## src/rtl/lcsr_pkg.sv

```systemverilog
`timescale 1ns / 1ps
// ----------------------------------------------------------------------------
// lcsr_pkg
// Shared constants, types and register indexes of the load cell reader.
// ----------------------------------------------------------------------------
package lcsr_pkg;

  localparam int DATA_BITS = 24;
  localparam int FRAC_BITS = 8;
  localparam int WEIGHT_W  = 32;
  localparam int HALF_W    = 16;
  localparam int GAP_W     = 24;
  localparam int CFG_W     = (GAP_W > HALF_W) ? GAP_W : HALF_W;
  localparam int CFG_IDX_W = 1;

  // numerator (raw - tare) << (FRAC_BITS + 1); quotient keeps one bit above
  // the weight so that overflow can be seen
  localparam int NUM_W = DATA_BITS + FRAC_BITS + 1;
  localparam int QUO_W = (NUM_W > WEIGHT_W) ? NUM_W : WEIGHT_W + 1;
  localparam int CNT_W = $clog2(QUO_W + 1);
  localparam int BIT_W = $clog2(DATA_BITS + 1);

  localparam logic [HALF_W-1:0]    HALF_RESET = HALF_W'(168);
  localparam logic [GAP_W-1:0]     GAP_RESET  = GAP_W'(21001);
  localparam logic [DATA_BITS-1:0] RAW_FLIP   = {1'b1, {(DATA_BITS-1){1'b0}}};

  localparam logic [CFG_IDX_W-1:0] REG_HALF_PERIOD = CFG_IDX_W'(0);
  localparam logic [CFG_IDX_W-1:0] REG_GAP_X2      = CFG_IDX_W'(1);

  typedef enum logic [4:0] {
    PH_SETTLE = 5'b00001,
    PH_WAIT   = 5'b00010,
    PH_HIGH   = 5'b00100,
    PH_LOW    = 5'b01000,
    PH_GAIN   = 5'b10000
  } phase_t;

  typedef enum logic [2:0] {
    DV_IDLE = 3'b001,
    DV_RUN  = 3'b010,
    DV_FIN  = 3'b100
  } div_state_t;

  typedef struct packed {
    logic                 sck;
    logic                 sck_next;
    logic                 complete;
    logic                 captured;
    logic [DATA_BITS-1:0] raw;
    logic [DATA_BITS-1:0] tare;
  } lcsr_seq_t;

  typedef struct packed {
    logic                done;
    logic [WEIGHT_W-1:0] weight;
  } lcsr_div_t;

endpackage

```

## src/rtl/lcsr_if.sv

```systemverilog
`timescale 1ns / 1ps
// ----------------------------------------------------------------------------
// lcsr_if
// Handshake channels: per-tick pin samples in, per-tick pin/sample results out.
// ----------------------------------------------------------------------------
interface lcsr_in_if;
  logic valid;
  logic ready;
  logic dout_level;
  logic tare_request;

  modport source (output valid, output dout_level, output tare_request, input ready);
  modport sink (input valid, input dout_level, input tare_request, output ready);
endinterface

interface lcsr_out_if import lcsr_pkg::*; ();
  logic                 valid;
  logic                 ready;
  logic                 sck_level;
  logic                 sample_valid;
  logic [DATA_BITS-1:0] raw_code;
  logic [WEIGHT_W-1:0]  weight_q8;

  modport source (output valid, output sck_level, output sample_valid,
                  output raw_code, output weight_q8, input ready);
  modport sink (input valid, input sck_level, input sample_valid,
                input raw_code, input weight_q8, output ready);
endinterface

```

## src/rtl/load_cell_serial_reader_tare_scale_core.sv

```systemverilog
`timescale 1ns / 1ps
// ----------------------------------------------------------------------------
// load_cell_serial_reader_tare_scale_core
// One-channel bridge converter reader (gain 128) with tare capture and
// fixed-point scaling of the net weight.
// ----------------------------------------------------------------------------
// Channel   Dir   Payload                                         Width
// tick      in    dout_level, tare_request                        1, 1
// result    out   sck_level, sample_valid, raw_code, weight_q8    1, 1, 24, 32
// cfg_*     in    cfg_index 0 half_period_ticks, 1 gap_x2         16, 24
//
// An ordinary tick is registered straight into the output register; that
// register is freed in the cycle its transaction is taken, so ticks can follow with no gap.
// The tick that completes a sample holds the input off until the restoring
// divider, one quotient bit per cycle, has finished.
// Reset clears state to the settle phase, tare and the result valid to zero and
// the registers to 168 and 21001. A stalled result holds the input off.
// ----------------------------------------------------------------------------
module load_cell_serial_reader_tare_scale_core import lcsr_pkg::*; (
  input  logic                 clk,
  input  logic                 rst,
  input  logic                 cfg_we,
  input  logic [CFG_IDX_W-1:0] cfg_index,
  input  logic [CFG_W-1:0]     cfg_data,
  lcsr_in_if.sink              tick,
  lcsr_out_if.source           result
);

  logic [HALF_W-1:0]    half_period_ticks;
  logic [GAP_W-1:0]     gap_x2;
  logic                 accept;
  logic                 wait_div;
  logic                 out_valid;
  logic                 out_sck;
  logic                 out_sample;
  logic [DATA_BITS-1:0] out_raw;
  logic [WEIGHT_W-1:0]  out_weight;
  lcsr_seq_t            seq;
  lcsr_div_t            div;

  always_ff @(posedge clk) begin
    if (rst) begin
      half_period_ticks <= HALF_RESET;
      gap_x2            <= GAP_RESET;
    end else if (cfg_we) begin
      unique case (cfg_index)
        REG_HALF_PERIOD: half_period_ticks <= cfg_data[HALF_W-1:0];
        REG_GAP_X2:      gap_x2            <= cfg_data[GAP_W-1:0];
        default: ;
      endcase
    end
  end

  assign tick.ready = !wait_div && (!out_valid || result.ready);
  assign accept     = tick.valid && tick.ready;

  lcsr_seq u_seq (
    .clk               (clk),
    .rst               (rst),
    .step              (accept),
    .dout_level        (tick.dout_level),
    .tare_request      (tick.tare_request),
    .half_period_ticks (half_period_ticks),
    .status            (seq)
  );

  lcsr_div u_div (
    .clk    (clk),
    .rst    (rst),
    .start  (seq.captured),
    .raw    (seq.raw),
    .tare   (seq.tare),
    .gap_x2 (gap_x2),
    .status (div)
  );

  always_ff @(posedge clk) begin
    if (rst) begin
      out_valid <= 1'b0;
      wait_div  <= 1'b0;
    end else begin
      if (out_valid && result.ready) begin
        out_valid <= 1'b0;
      end
      if (accept && !seq.complete) begin
        out_valid  <= 1'b1;
        out_sck    <= seq.sck_next;
        out_sample <= 1'b0;
        out_raw    <= seq.raw;
        out_weight <= div.weight;
      end
      if (accept && seq.complete) begin
        wait_div <= 1'b1;
      end
      if (div.done) begin
        wait_div   <= 1'b0;
        out_valid  <= 1'b1;
        out_sck    <= seq.sck;
        out_sample <= 1'b1;
        out_raw    <= seq.raw;
        out_weight <= div.weight;
      end
    end
  end

  assign result.valid        = out_valid;
  assign result.sck_level    = out_sck;
  assign result.sample_valid = out_sample;
  assign result.raw_code     = out_raw;
  assign result.weight_q8    = out_weight;

endmodule

```

## src/rtl/lcsr_seq.sv

```systemverilog
`timescale 1ns / 1ps
// ----------------------------------------------------------------------------
// lcsr_seq
// Serial clock sequencer: settle, ready wait, data pulses shifting the pin
// in MSB first, gain pulse, then sample and tare capture.
// ----------------------------------------------------------------------------
module lcsr_seq import lcsr_pkg::*; (
  input  logic              clk,
  input  logic              rst,
  input  logic              step,
  input  logic              dout_level,
  input  logic              tare_request,
  input  logic [HALF_W-1:0] half_period_ticks,
  output lcsr_seq_t         status
);

  phase_t               phase, phase_next;
  logic [HALF_W-1:0]    tick_count, tick_count_next;
  logic [BIT_W-1:0]     bit_count, bit_count_next;
  logic [DATA_BITS-1:0] shift_data, shift_data_next;
  logic [DATA_BITS-1:0] tare_value, tare_value_next;
  logic [DATA_BITS-1:0] last_raw, last_raw_next;
  logic                 tare_pending, tare_pending_next;
  logic                 sck_reg, sck_reg_next;
  logic                 captured;
  logic                 complete;
  logic [HALF_W-1:0]    hp;
  logic [HALF_W-1:0]    tick_inc;
  logic                 half_done;
  logic                 pend_eff;

  assign hp        = (half_period_ticks == '0) ? HALF_W'(1) : half_period_ticks;
  assign tick_inc  = tick_count + HALF_W'(1);
  assign half_done = (tick_inc >= hp);
  assign pend_eff  = tare_pending | tare_request;

  always_comb begin
    phase_next        = phase;
    tick_count_next   = tick_count;
    bit_count_next    = bit_count;
    shift_data_next   = shift_data;
    tare_value_next   = tare_value;
    last_raw_next     = last_raw;
    tare_pending_next = pend_eff;
    sck_reg_next      = sck_reg;
    complete          = 1'b0;
    unique case (phase)
      PH_SETTLE: begin
        sck_reg_next    = 1'b0;
        tick_count_next = half_done ? '0 : tick_inc;
        if (half_done) begin
          phase_next = PH_WAIT;
        end
      end
      PH_WAIT: begin
        if (!dout_level) begin
          sck_reg_next    = 1'b1;
          tick_count_next = '0;
          bit_count_next  = '0;
          shift_data_next = '0;
          phase_next      = PH_HIGH;
        end
      end
      PH_HIGH: begin
        tick_count_next = half_done ? '0 : tick_inc;
        if (half_done) begin
          sck_reg_next    = 1'b0;
          shift_data_next = {shift_data[DATA_BITS-2:0], dout_level};
          bit_count_next  = bit_count + BIT_W'(1);
          phase_next      = PH_LOW;
        end
      end
      PH_LOW: begin
        tick_count_next = half_done ? '0 : tick_inc;
        if (half_done) begin
          sck_reg_next = 1'b1;
          phase_next   = (bit_count >= BIT_W'(DATA_BITS)) ? PH_GAIN : PH_HIGH;
        end
      end
      PH_GAIN: begin
        tick_count_next = half_done ? '0 : tick_inc;
        if (half_done) begin
          sck_reg_next  = 1'b0;
          last_raw_next = shift_data ^ RAW_FLIP;
          if (pend_eff) begin
            tare_value_next   = shift_data ^ RAW_FLIP;
            tare_pending_next = 1'b0;
          end
          complete   = 1'b1;
          phase_next = PH_SETTLE;
        end
      end
      default: begin
        sck_reg_next    = 1'b0;
        tick_count_next = '0;
        phase_next      = PH_SETTLE;
      end
    endcase
  end

  always_ff @(posedge clk) begin
    if (rst) begin
      phase        <= PH_SETTLE;
      tick_count   <= '0;
      bit_count    <= '0;
      shift_data   <= '0;
      tare_value   <= '0;
      last_raw     <= '0;
      tare_pending <= 1'b0;
      sck_reg      <= 1'b0;
      captured     <= 1'b0;
    end else begin
      captured <= step & complete;
      if (step) begin
        phase        <= phase_next;
        tick_count   <= tick_count_next;
        bit_count    <= bit_count_next;
        shift_data   <= shift_data_next;
        tare_value   <= tare_value_next;
        last_raw     <= last_raw_next;
        tare_pending <= tare_pending_next;
        sck_reg      <= sck_reg_next;
      end
    end
  end

  assign status.sck      = sck_reg;
  assign status.sck_next = sck_reg_next;
  assign status.complete = complete;
  assign status.captured = captured;
  assign status.raw      = last_raw;
  assign status.tare     = tare_value;

endmodule

```

## src/rtl/lcsr_div.sv

```systemverilog
`timescale 1ns / 1ps
// ----------------------------------------------------------------------------
// lcsr_div
// Net weight: restoring divide of (raw - tare) << (FRAC_BITS + 1) by gap_x2,
// one quotient bit per cycle, zero if raw <= tare, saturating to weight width.
// ----------------------------------------------------------------------------
module lcsr_div import lcsr_pkg::*; (
  input  logic                 clk,
  input  logic                 rst,
  input  logic                 start,
  input  logic [DATA_BITS-1:0] raw,
  input  logic [DATA_BITS-1:0] tare,
  input  logic [GAP_W-1:0]     gap_x2,
  output lcsr_div_t            status
);

  div_state_t          state;
  logic [CNT_W-1:0]    cnt;
  logic [QUO_W-1:0]    acc;    // dividend shifts out, quotient shifts in
  logic [GAP_W-1:0]    rem;
  logic [WEIGHT_W-1:0] last_weight;
  logic                done;
  logic [DATA_BITS:0]  diff;
  logic [GAP_W:0]      trial;
  logic [GAP_W:0]      trial_sub;
  logic                fits;

  assign diff      = {1'b0, raw} - {1'b0, tare};
  assign trial     = {rem, acc[QUO_W-1]};
  assign trial_sub = trial - {1'b0, gap_x2};
  assign fits      = (trial >= {1'b0, gap_x2});

  always_ff @(posedge clk) begin
    if (rst) begin
      state       <= DV_IDLE;
      cnt         <= '0;
      done        <= 1'b0;
      last_weight <= '0;
    end else begin
      done <= 1'b0;
      unique case (state)
        DV_IDLE: begin
          if (start) begin
            rem <= '0;
            cnt <= CNT_W'(QUO_W);
            if (diff[DATA_BITS] || (diff == '0)) begin
              acc   <= '0;
              state <= DV_FIN;
            end else if (gap_x2 == '0) begin
              acc   <= '1;
              state <= DV_FIN;
            end else begin
              acc   <= QUO_W'({diff[DATA_BITS-1:0], {(FRAC_BITS+1){1'b0}}});
              state <= DV_RUN;
            end
          end
        end
        DV_RUN: begin
          acc <= {acc[QUO_W-2:0], fits};
          rem <= fits ? trial_sub[GAP_W-1:0] : trial[GAP_W-1:0];
          cnt <= cnt - CNT_W'(1);
          if (cnt == CNT_W'(1)) begin
            state <= DV_FIN;
          end
        end
        DV_FIN: begin
          last_weight <= (|acc[QUO_W-1:WEIGHT_W]) ? '1 : acc[WEIGHT_W-1:0];
          done        <= 1'b1;
          state       <= DV_IDLE;
        end
        default: begin
          state <= DV_IDLE;
        end
      endcase
    end
  end

  assign status.done   = done;
  assign status.weight = last_weight;

endmodule

```

## src/flat_wrapper.sv

```systemverilog
// flat-port wrapper written by rule: the top's interface ports become plain ports
module load_cell_serial_reader_tare_scale_core_flat import lcsr_pkg::*;
  (clk, rst, cfg_we, cfg_index, cfg_data, tick_valid, tick_dout_level, tick_tare_request, tick_ready, result_valid, result_sck_level, result_sample_valid, result_raw_code, result_weight_q8, result_ready);
  lcsr_in_if tick_i ();
  lcsr_out_if result_i ();
  input  logic clk;
  input  logic rst;
  input  logic cfg_we;
  input  logic [CFG_IDX_W-1:0] cfg_index;
  input  logic [CFG_W-1:0] cfg_data;
  input wire logic [$bits(tick_i.valid)-1:0] tick_valid;
  input wire logic [$bits(tick_i.dout_level)-1:0] tick_dout_level;
  input wire logic [$bits(tick_i.tare_request)-1:0] tick_tare_request;
  output wire logic [$bits(tick_i.ready)-1:0] tick_ready;
  output wire logic [$bits(result_i.valid)-1:0] result_valid;
  output wire logic [$bits(result_i.sck_level)-1:0] result_sck_level;
  output wire logic [$bits(result_i.sample_valid)-1:0] result_sample_valid;
  output wire logic [$bits(result_i.raw_code)-1:0] result_raw_code;
  output wire logic [$bits(result_i.weight_q8)-1:0] result_weight_q8;
  input wire logic [$bits(result_i.ready)-1:0] result_ready;
  assign tick_i.valid = tick_valid;
  assign tick_i.dout_level = tick_dout_level;
  assign tick_i.tare_request = tick_tare_request;
  assign tick_ready = tick_i.ready;
  assign result_valid = result_i.valid;
  assign result_sck_level = result_i.sck_level;
  assign result_sample_valid = result_i.sample_valid;
  assign result_raw_code = result_i.raw_code;
  assign result_weight_q8 = result_i.weight_q8;
  assign result_i.ready = result_ready;
  load_cell_serial_reader_tare_scale_core u_core (.clk(clk), .rst(rst), .cfg_we(cfg_we), .cfg_index(cfg_index), .cfg_data(cfg_data), .tick(tick_i), .result(result_i));
endmodule
```

## config.mk

```make
export PLATFORM = sky130hd
export DESIGN_NAME = load_cell_serial_reader_tare_scale_core_flat
export DESIGN_NICKNAME = d
export VERILOG_FILES = /design/src/rtl/lcsr_pkg.sv /design/src/rtl/lcsr_if.sv /design/src/rtl/load_cell_serial_reader_tare_scale_core.sv /design/src/rtl/lcsr_seq.sv /design/src/rtl/lcsr_div.sv /design/src/flat_wrapper.sv
export SDC_FILE = /design/constraint.sdc
export NUM_CORES = 1
export LEC_CHECK = 0
export BUFFER_PORTS_ARGS = -buffer_cell sky130_fd_sc_hd__buf_4
export CAP_MARGIN = 20
export CORE_MARGIN = 8
export CORE_UTILIZATION = 44
export CTS_BUF_LIST = sky130_fd_sc_hd__clkbuf_4
export DETAILED_ROUTE_END_ITERATION = 12
export SYNTH_ARGS = -nofsm -noshare
export SYNTH_HDL_FRONTEND = slang
export SYNTH_SLANG_ARGS = --single-unit
```

## constraint.sdc

```tcl
create_clock -name clk -period 15.1 [get_ports clk]
set_clock_uncertainty 0.15 [all_clocks]
set_input_delay 1.51 -clock clk [delete_from_list [all_inputs] [get_ports clk]]
set_output_delay 1.51 -clock clk [all_outputs]
set_load 0.01 [all_outputs]
```

=== After elaboration in Yosys (flattened, before gate mapping) ===
Cells that the tools add are included.

* $add $sub $neg: 5
* Equal/unequal tests: 16
* Order comparisons: 3
* Bitwise gates (word level): 5
* Multiplexer cells: 51
* Reductions and logical operators: 31

{| class="wikitable"
|+ Operator list
! cell !! number
|-
| two-way mux 24 bit || 6
|-
| two-way mux 33 bit || 3
|-
| two-way mux 32 bit || 3
|-
| case mux 24 bit (2 select lines) || 2
|-
| case mux 33 bit (2 select lines) || 1
|-
| two-way mux 16 bit || 3
|-
| two-way mux 5 bit || 8
|-
| case mux 16 bit (2 select lines) || 1
|-
| greater-or-equal comparator 25 x 24 -> 1 bit || 1
|-
| zero test 25 bit || 1
|-
| case mux 5 bit (5 select lines) || 1
|-
| subtractor 24 x 24 -> 25 bit || 1
|-
| zero test 24 bit || 1
|-
| subtractor 24 bit || 1
|-
| adder 16 x 1 -> 16 bit (second input constant) || 1
|-
| greater-or-equal comparator 16 bit || 1
|-
| zero test 16 bit || 1
|-
| two-way mux 1 bit || 14
|-
| two-way mux 3 bit || 4
|-
| != test 2 bit (second input constant) || 6
|-
| case mux 6 bit (2 select lines) || 1
|-
| AND reduction 2 bit || 6
|-
| case mux 5 bit (2 select lines) || 1
|-
| AND reduction 4 bit || 2
|-
| 28 further kinds || 41
|}

* Output and inout bits: 60
* Register bits after elaboration: 300
* Word-level logic and storage cells: 134
* Input bits: 32

=== Longest topological paths before layout ===
* Depth in word-level cells: 9
* Mapped depth: 18
* Mapped depth without buffers: 15

=== Cells and area by module ===
A second synthesis with hierarchy kept.

* Cells, all modules: 1603
* Area total of the unflattened synthesis: 15124.5 um^2

{| class="wikitable"
|+ By module, submodules not included
! module !! cells each !! area each (um^2) !! instances !! seq. area each (um^2)
|-
| lcsr_div || 842 || 7099.3 || 1 || 2552.4
|-
| lcsr_seq || 511 || 4732.0 || 1 || 2021.9
|-
| load_cell_serial_reader_tare_scale_core || 250 || 3293.2 || 1 || 2582.5
|}

=== Worst setup path after synthesis ===
No wires, ideal clock.

* Path type: reg-to-reg
* Start: register u_core.u_seq.tick_count[0]
* End: register u_core.out_raw[0], in the netlist u_core.result.raw_code[0], enable pin
* Stages on the path, launching flop included: 15
* Clock period less this slack: 5016 ps
* Buffers on the path: 1
* Data required time: 14529 ps
* Setup slack: 10084 ps
* Library setup time: 421 ps
* Arrival time: 4445 ps
* Cell sequence: dfxtp_1 -> ha_1 -> and3_1 -> and3_1 -> and3_1 -> clkbuf_1 -> nand3_1 -> xnor2_1 -> ha_1 -> a2111oi_0 -> o2111a_1 -> o31ai_1 -> and2_1 -> a21oi_1 -> o21a_1

* Longest elaborated chain between the ends: 8

{| class="wikitable"
|+ Ends and longest elaborated chain
! what !! line !! RTL
|-
| from (decl) || lcsr_seq.sv:18 || <nowiki>logic [HALF_W-1:0] tick_count, tick_count_next;</nowiki>
|-
| from (signal assigned) || lcsr_seq.sv:116 || <nowiki>tick_count <= tick_count_next;</nowiki>
|-
| adder 16 x 1 -> 16 bit || lcsr_seq.sv:33 || <nowiki>assign tick_inc = tick_count + HALF_W'(1);</nowiki>
|-
| greater-or-equal comparator 16 bit || lcsr_seq.sv:34 || <nowiki>assign half_done = (tick_inc >= hp);</nowiki>
|-
| two-way mux 1 bit || lcsr_seq.sv:82 || <nowiki>if (half_done) begin</nowiki>
|-
| two-way mux 1 bit || lcsr_seq.sv:47 || <nowiki>unique case (phase)</nowiki>
|-
| zero test 1 bit || load_cell_serial_reader_tare_scale_core.sv:85 || <nowiki>if (accept && !seq.complete) begin</nowiki>
|-
| logical AND 1 bit || load_cell_serial_reader_tare_scale_core.sv:85 ||
|-
| nonzero test 2 bit (no line) || - ||
|-
| AND reduction 2 bit (no line) || - ||
|-
| to (signal assigned) || load_cell_serial_reader_tare_scale_core.sv:89 || <nowiki>out_raw <= seq.raw;</nowiki>
|-
| to (signal assigned) || load_cell_serial_reader_tare_scale_core.sv:100 || <nowiki>out_raw <= seq.raw;</nowiki>
|-
| to (decl) || load_cell_serial_reader_tare_scale_core.sv:36 || <nowiki>logic [DATA_BITS-1:0] out_raw;</nowiki>
|}

No other way between the ends.
A chain may end at the register's enable or synchronous reset.

=== Final worst setup path ===
* Start: register u_core.u_seq.tick_count[0]
* End: register u_core.u_seq.shift_data[20]

* Longest elaborated chain between the ends: 4

{| class="wikitable"
|+ Ends and longest elaborated chain
! what !! line !! RTL
|-
| adder 16 x 1 -> 16 bit || lcsr_seq.sv:33 ||
|-
| greater-or-equal comparator 16 bit || lcsr_seq.sv:34 ||
|-
| != test 2 bit (no line) || - ||
|-
| AND reduction 4 bit (no line) || - ||
|-
| to (signal assigned) || lcsr_seq.sv:118 || <nowiki>shift_data <= shift_data_next;</nowiki>
|-
| to (decl) || lcsr_seq.sv:20 || <nowiki>logic [DATA_BITS-1:0] shift_data, shift_data_next;</nowiki>
|}

No other way between the ends.

==> results.sh <==
export IMPL_port_buffer_count=91
export IMPL_syn_inst=1669
export IMPL_clock_path_buffers=3
export IMPL_wl_per_cell_um=15.4
export IMPL_overflow=0
export IMPL_gp_congestion=0.843
export IMPL_hold_path_class="flop to flop"
export IMPL_largest_reg_flops=33
export IMPL_die_x_um=200
export IMPL_grt_pass1_wl_um=58600
export IMPL_die_y_um=200
export IMPL_dieArea_um2=40100
export IMPL_max_stage_delay_ns=0.78
export IMPL_synth_seq_cells=300
export IMPL_synthAdderAreaFrac=0.0596
export IMPL_tns_ns=0
export IMPL_p_leak_nw=6.50
export IMPL_power_density_nw_per_um2=100
export IMPL_ys_flop_type="dfxtp_1"
export IMPL_grt_pass1_vias=11600
export IMPL_busiest_layer="met2"
export IMPL_dr_pass1_iters=5
export IMPL_required_ns=15.56
export IMPL_fmax_ghz=0.212
export IMPL_vias_per_cell=5.29
export IMPL_crit_slowest_cell="and2_0"
export IMPL_h_tree_depth=3
export IMPL_tightest_slew_ns=0.960
export IMPL_ctsResizeCount=0
export IMPL_start_kind="flop"
export IMPL_cts_buffers=80
export IMPL_outcome="completed"
export IMPL_setup_worst_path_class="flop to flop"
export IMPL_finalCriticalPeriod_ns=4.71
export IMPL_async_flop_share=0
export IMPL_final_net_count=1871
export IMPL_slew_headroom=0.360
export IMPL_path_cells="ha_1 > and3_1 > and3_1 > and3_1 > nand3_1 > xnor2_1 > ha_1 > and4_1 > nand3_1 > o31ai_1 > and3_1 > and2_0 > a22oi_1 > nor2_1"
export IMPL_synth_cell_types=86
export IMPL_layout_drive_gt1_share=0.163
export IMPL_drv_cap=0
export IMPL_num_rows=67
export IMPL_hold_violations=0
export IMPL_muxShareOfSynthArea=0.0135
export IMPL_peakVddDrop_v=0.0000468
export IMPL_cts_root_buf="clkbuf_4"
export IMPL_grt_max_degree=106
export IMPL_largest_register="u_core.u_div.acc"
export IMPL_ys_warn_count=0
export IMPL_finalCritPeriodShare=0.312
export IMPL_ant_nets=0
export IMPL_nFillCells=3170
export IMPL_grt_usage=0.171
export IMPL_postCtsHoldBufs=0
export IMPL_synth_edf_count=115
export IMPL_final_common_cell="nand2_1"
export IMPL_postCtsSetupRepairBufs=0
export IMPL_grt_setup_unrepaired="false"
export IMPL_multi_input_area_um2=7090
export IMPL_regArea_um2=7160
export IMPL_yosysSeqAreaShare=0.479
export IMPL_final_util=0.511
export IMPL_arrival_ns=5.17
export IMPL_slew_viol_final=0
export IMPL_use_met2=0.266
export IMPL_clk_pin_slew_ns=0.07
export IMPL_place_hpwl_um=24600
export IMPL_area_delta_synth_final_pct=14.4
export IMPL_synthSimpleGateAreaFrac=0.198
export IMPL_core_um2=33400
export IMPL_mappedNetlistNets=1771
export IMPL_cts_sinks=300
export IMPL_synth_top_family_by_area="simple AND/OR/NAND/NOR gates"
export IMPL_synth_xor_area_frac=0.0287
export IMPL_synth_compound_area_frac=0.174
export IMPL_cpMostUsedCell="and3_1"
export IMPL_critPathCaptureType="flop"
export IMPL_avgSynthCellArea_um2=8.95
export IMPL_num_vias=12100
export IMPL_cp_max_fo=15
export IMPL_setup_viol=0
export IMPL_drtIter0Drc=762
export IMPL_netlist_area_um2=14900
export IMPL_met3_usage=0.0340
export IMPL_wl_um=35300
export IMPL_antenna_found_initial=1
export IMPL_layout_common_cells="nand2_1, dfxtp_1, a21oi_1"
export IMPL_pin_count=92
export IMPL_cts_tree="built"
export IMPL_gr_usage_met1=0.237
export IMPL_initial_core_util=0.447
export IMPL_drc_errors=0
export IMPL_clk_latency_ns=0.69
logic make-up after synthesis:
family                   after synthesis
AO/OA/AOI/OAI                        409
adder cells (fa/ha/maj)               70
multiplexers                          20
buffers and inverters                176
AND/OR/NAND/NOR                      645
XOR/XNOR                              49
flip-flops                           300
metrics by stage:
step | total power, mW | setup slack [ns] | std cells | area, um^2 | hold slack, ns
final | 1.71 | 10.39 | 2284 | 17100 | 0.276
after global routing | 1.79 | 9.99 | 2284 | 17100 | 0.288
after detailed placement | 0.995 | 10.45 | 2132 | 15900 | 0.267
after CTS | 1.74 | 10.41 | 2280 | 17000 | 0.280
after global placement | 0.993 | 10.55 | 2130 | 15900 | 0.266
after floorplan | 0.954 | 10.08 | 1669 | 14900 | 0.259
critical path, delay by kind of cell, from the launching register on:
family / cells / cell delay, ns
AOI/OAI and AO/OA: 2 / 0.83
DFF: 1 / 0.39
xor gates and xnor gates: 1 / 0.17
adders and majority gates: 2 / 0.56
and+or+nand+nor: 9 / 2.50
cells in the mapped netlist (all sizes together) (6+ instances only):
library cell  count  area [um^2]
o211ai           14          105
xnor2            22          193
and2             11         70.1
ha               68          851
a21oi           171          867
o21bai            6         45.0
nor4             13         96.3
dfxtp           185         3700
o31ai            10          109
nor2b            13         88.8
buf              14         96.3
and3             17          108
o21ai            97          549
o22ai            13         93.8
or3               8         56.3
a211oi           12          103
xor2             27          236
nor3             78          390
a31oi             7         43.8
edfxtp          115         3450
nand2b           13         81.3
nand3b            9         67.6
nand3            34          175
a21o             18          135
nand4            11         68.8
inv              87          327
nor2            122          458
a22oi            15          118
o21a             10         75.1
clkbuf           75          282
mux2i            19          190
nand2           295         1110
cell type report:
cell class | count | area share
Antenna cell | 1 | 0.000146
Clock buffer | 131 | 0.0576
Clock inverter | 17 | 0.00564
Inverter | 87 | 0.0191
Multi-Input combinational cell | 1193 | 0.415
Sequential cell | 300 | 0.419
Tap cell | 448 | 0.0328
Timing Repair Buffer | 107 | 0.0508
final timing paths:
check	slack, ns	cells after the start	end	start
min	0.28	0	u_core.result.weight_q8[1]	u_core.u_div.last_weight[1]
min reg2reg	0.28	0	u_core.result.weight_q8[1]	u_core.u_div.last_weight[1]
max reg2reg	10.39	14	u_core.u_seq.shift_data[20]	u_core.u_seq.tick_count[0]
max	10.39	14	u_core.u_seq.shift_data[20]	u_core.u_seq.tick_count[0]
power by group:
part	internal [mW]	switching (mW)	total, mW
sequential	0.851	0.0113	0.862
combinational	0.0455	0.0712	0.117
clock	0.409	0.324	0.733
routing by layer:
metal / up-vias / wire length [um] / part of all wire
li1: 6143 / - / -
met1: 5630 / 17400 / 0.49
met2: 257 / 15600 / 0.44
met3: 51 / 1620 / 0.046
met4: 0 / 641 / 0.018
met5: - / 0 / 0
Power figures use the tool's default switching activity.
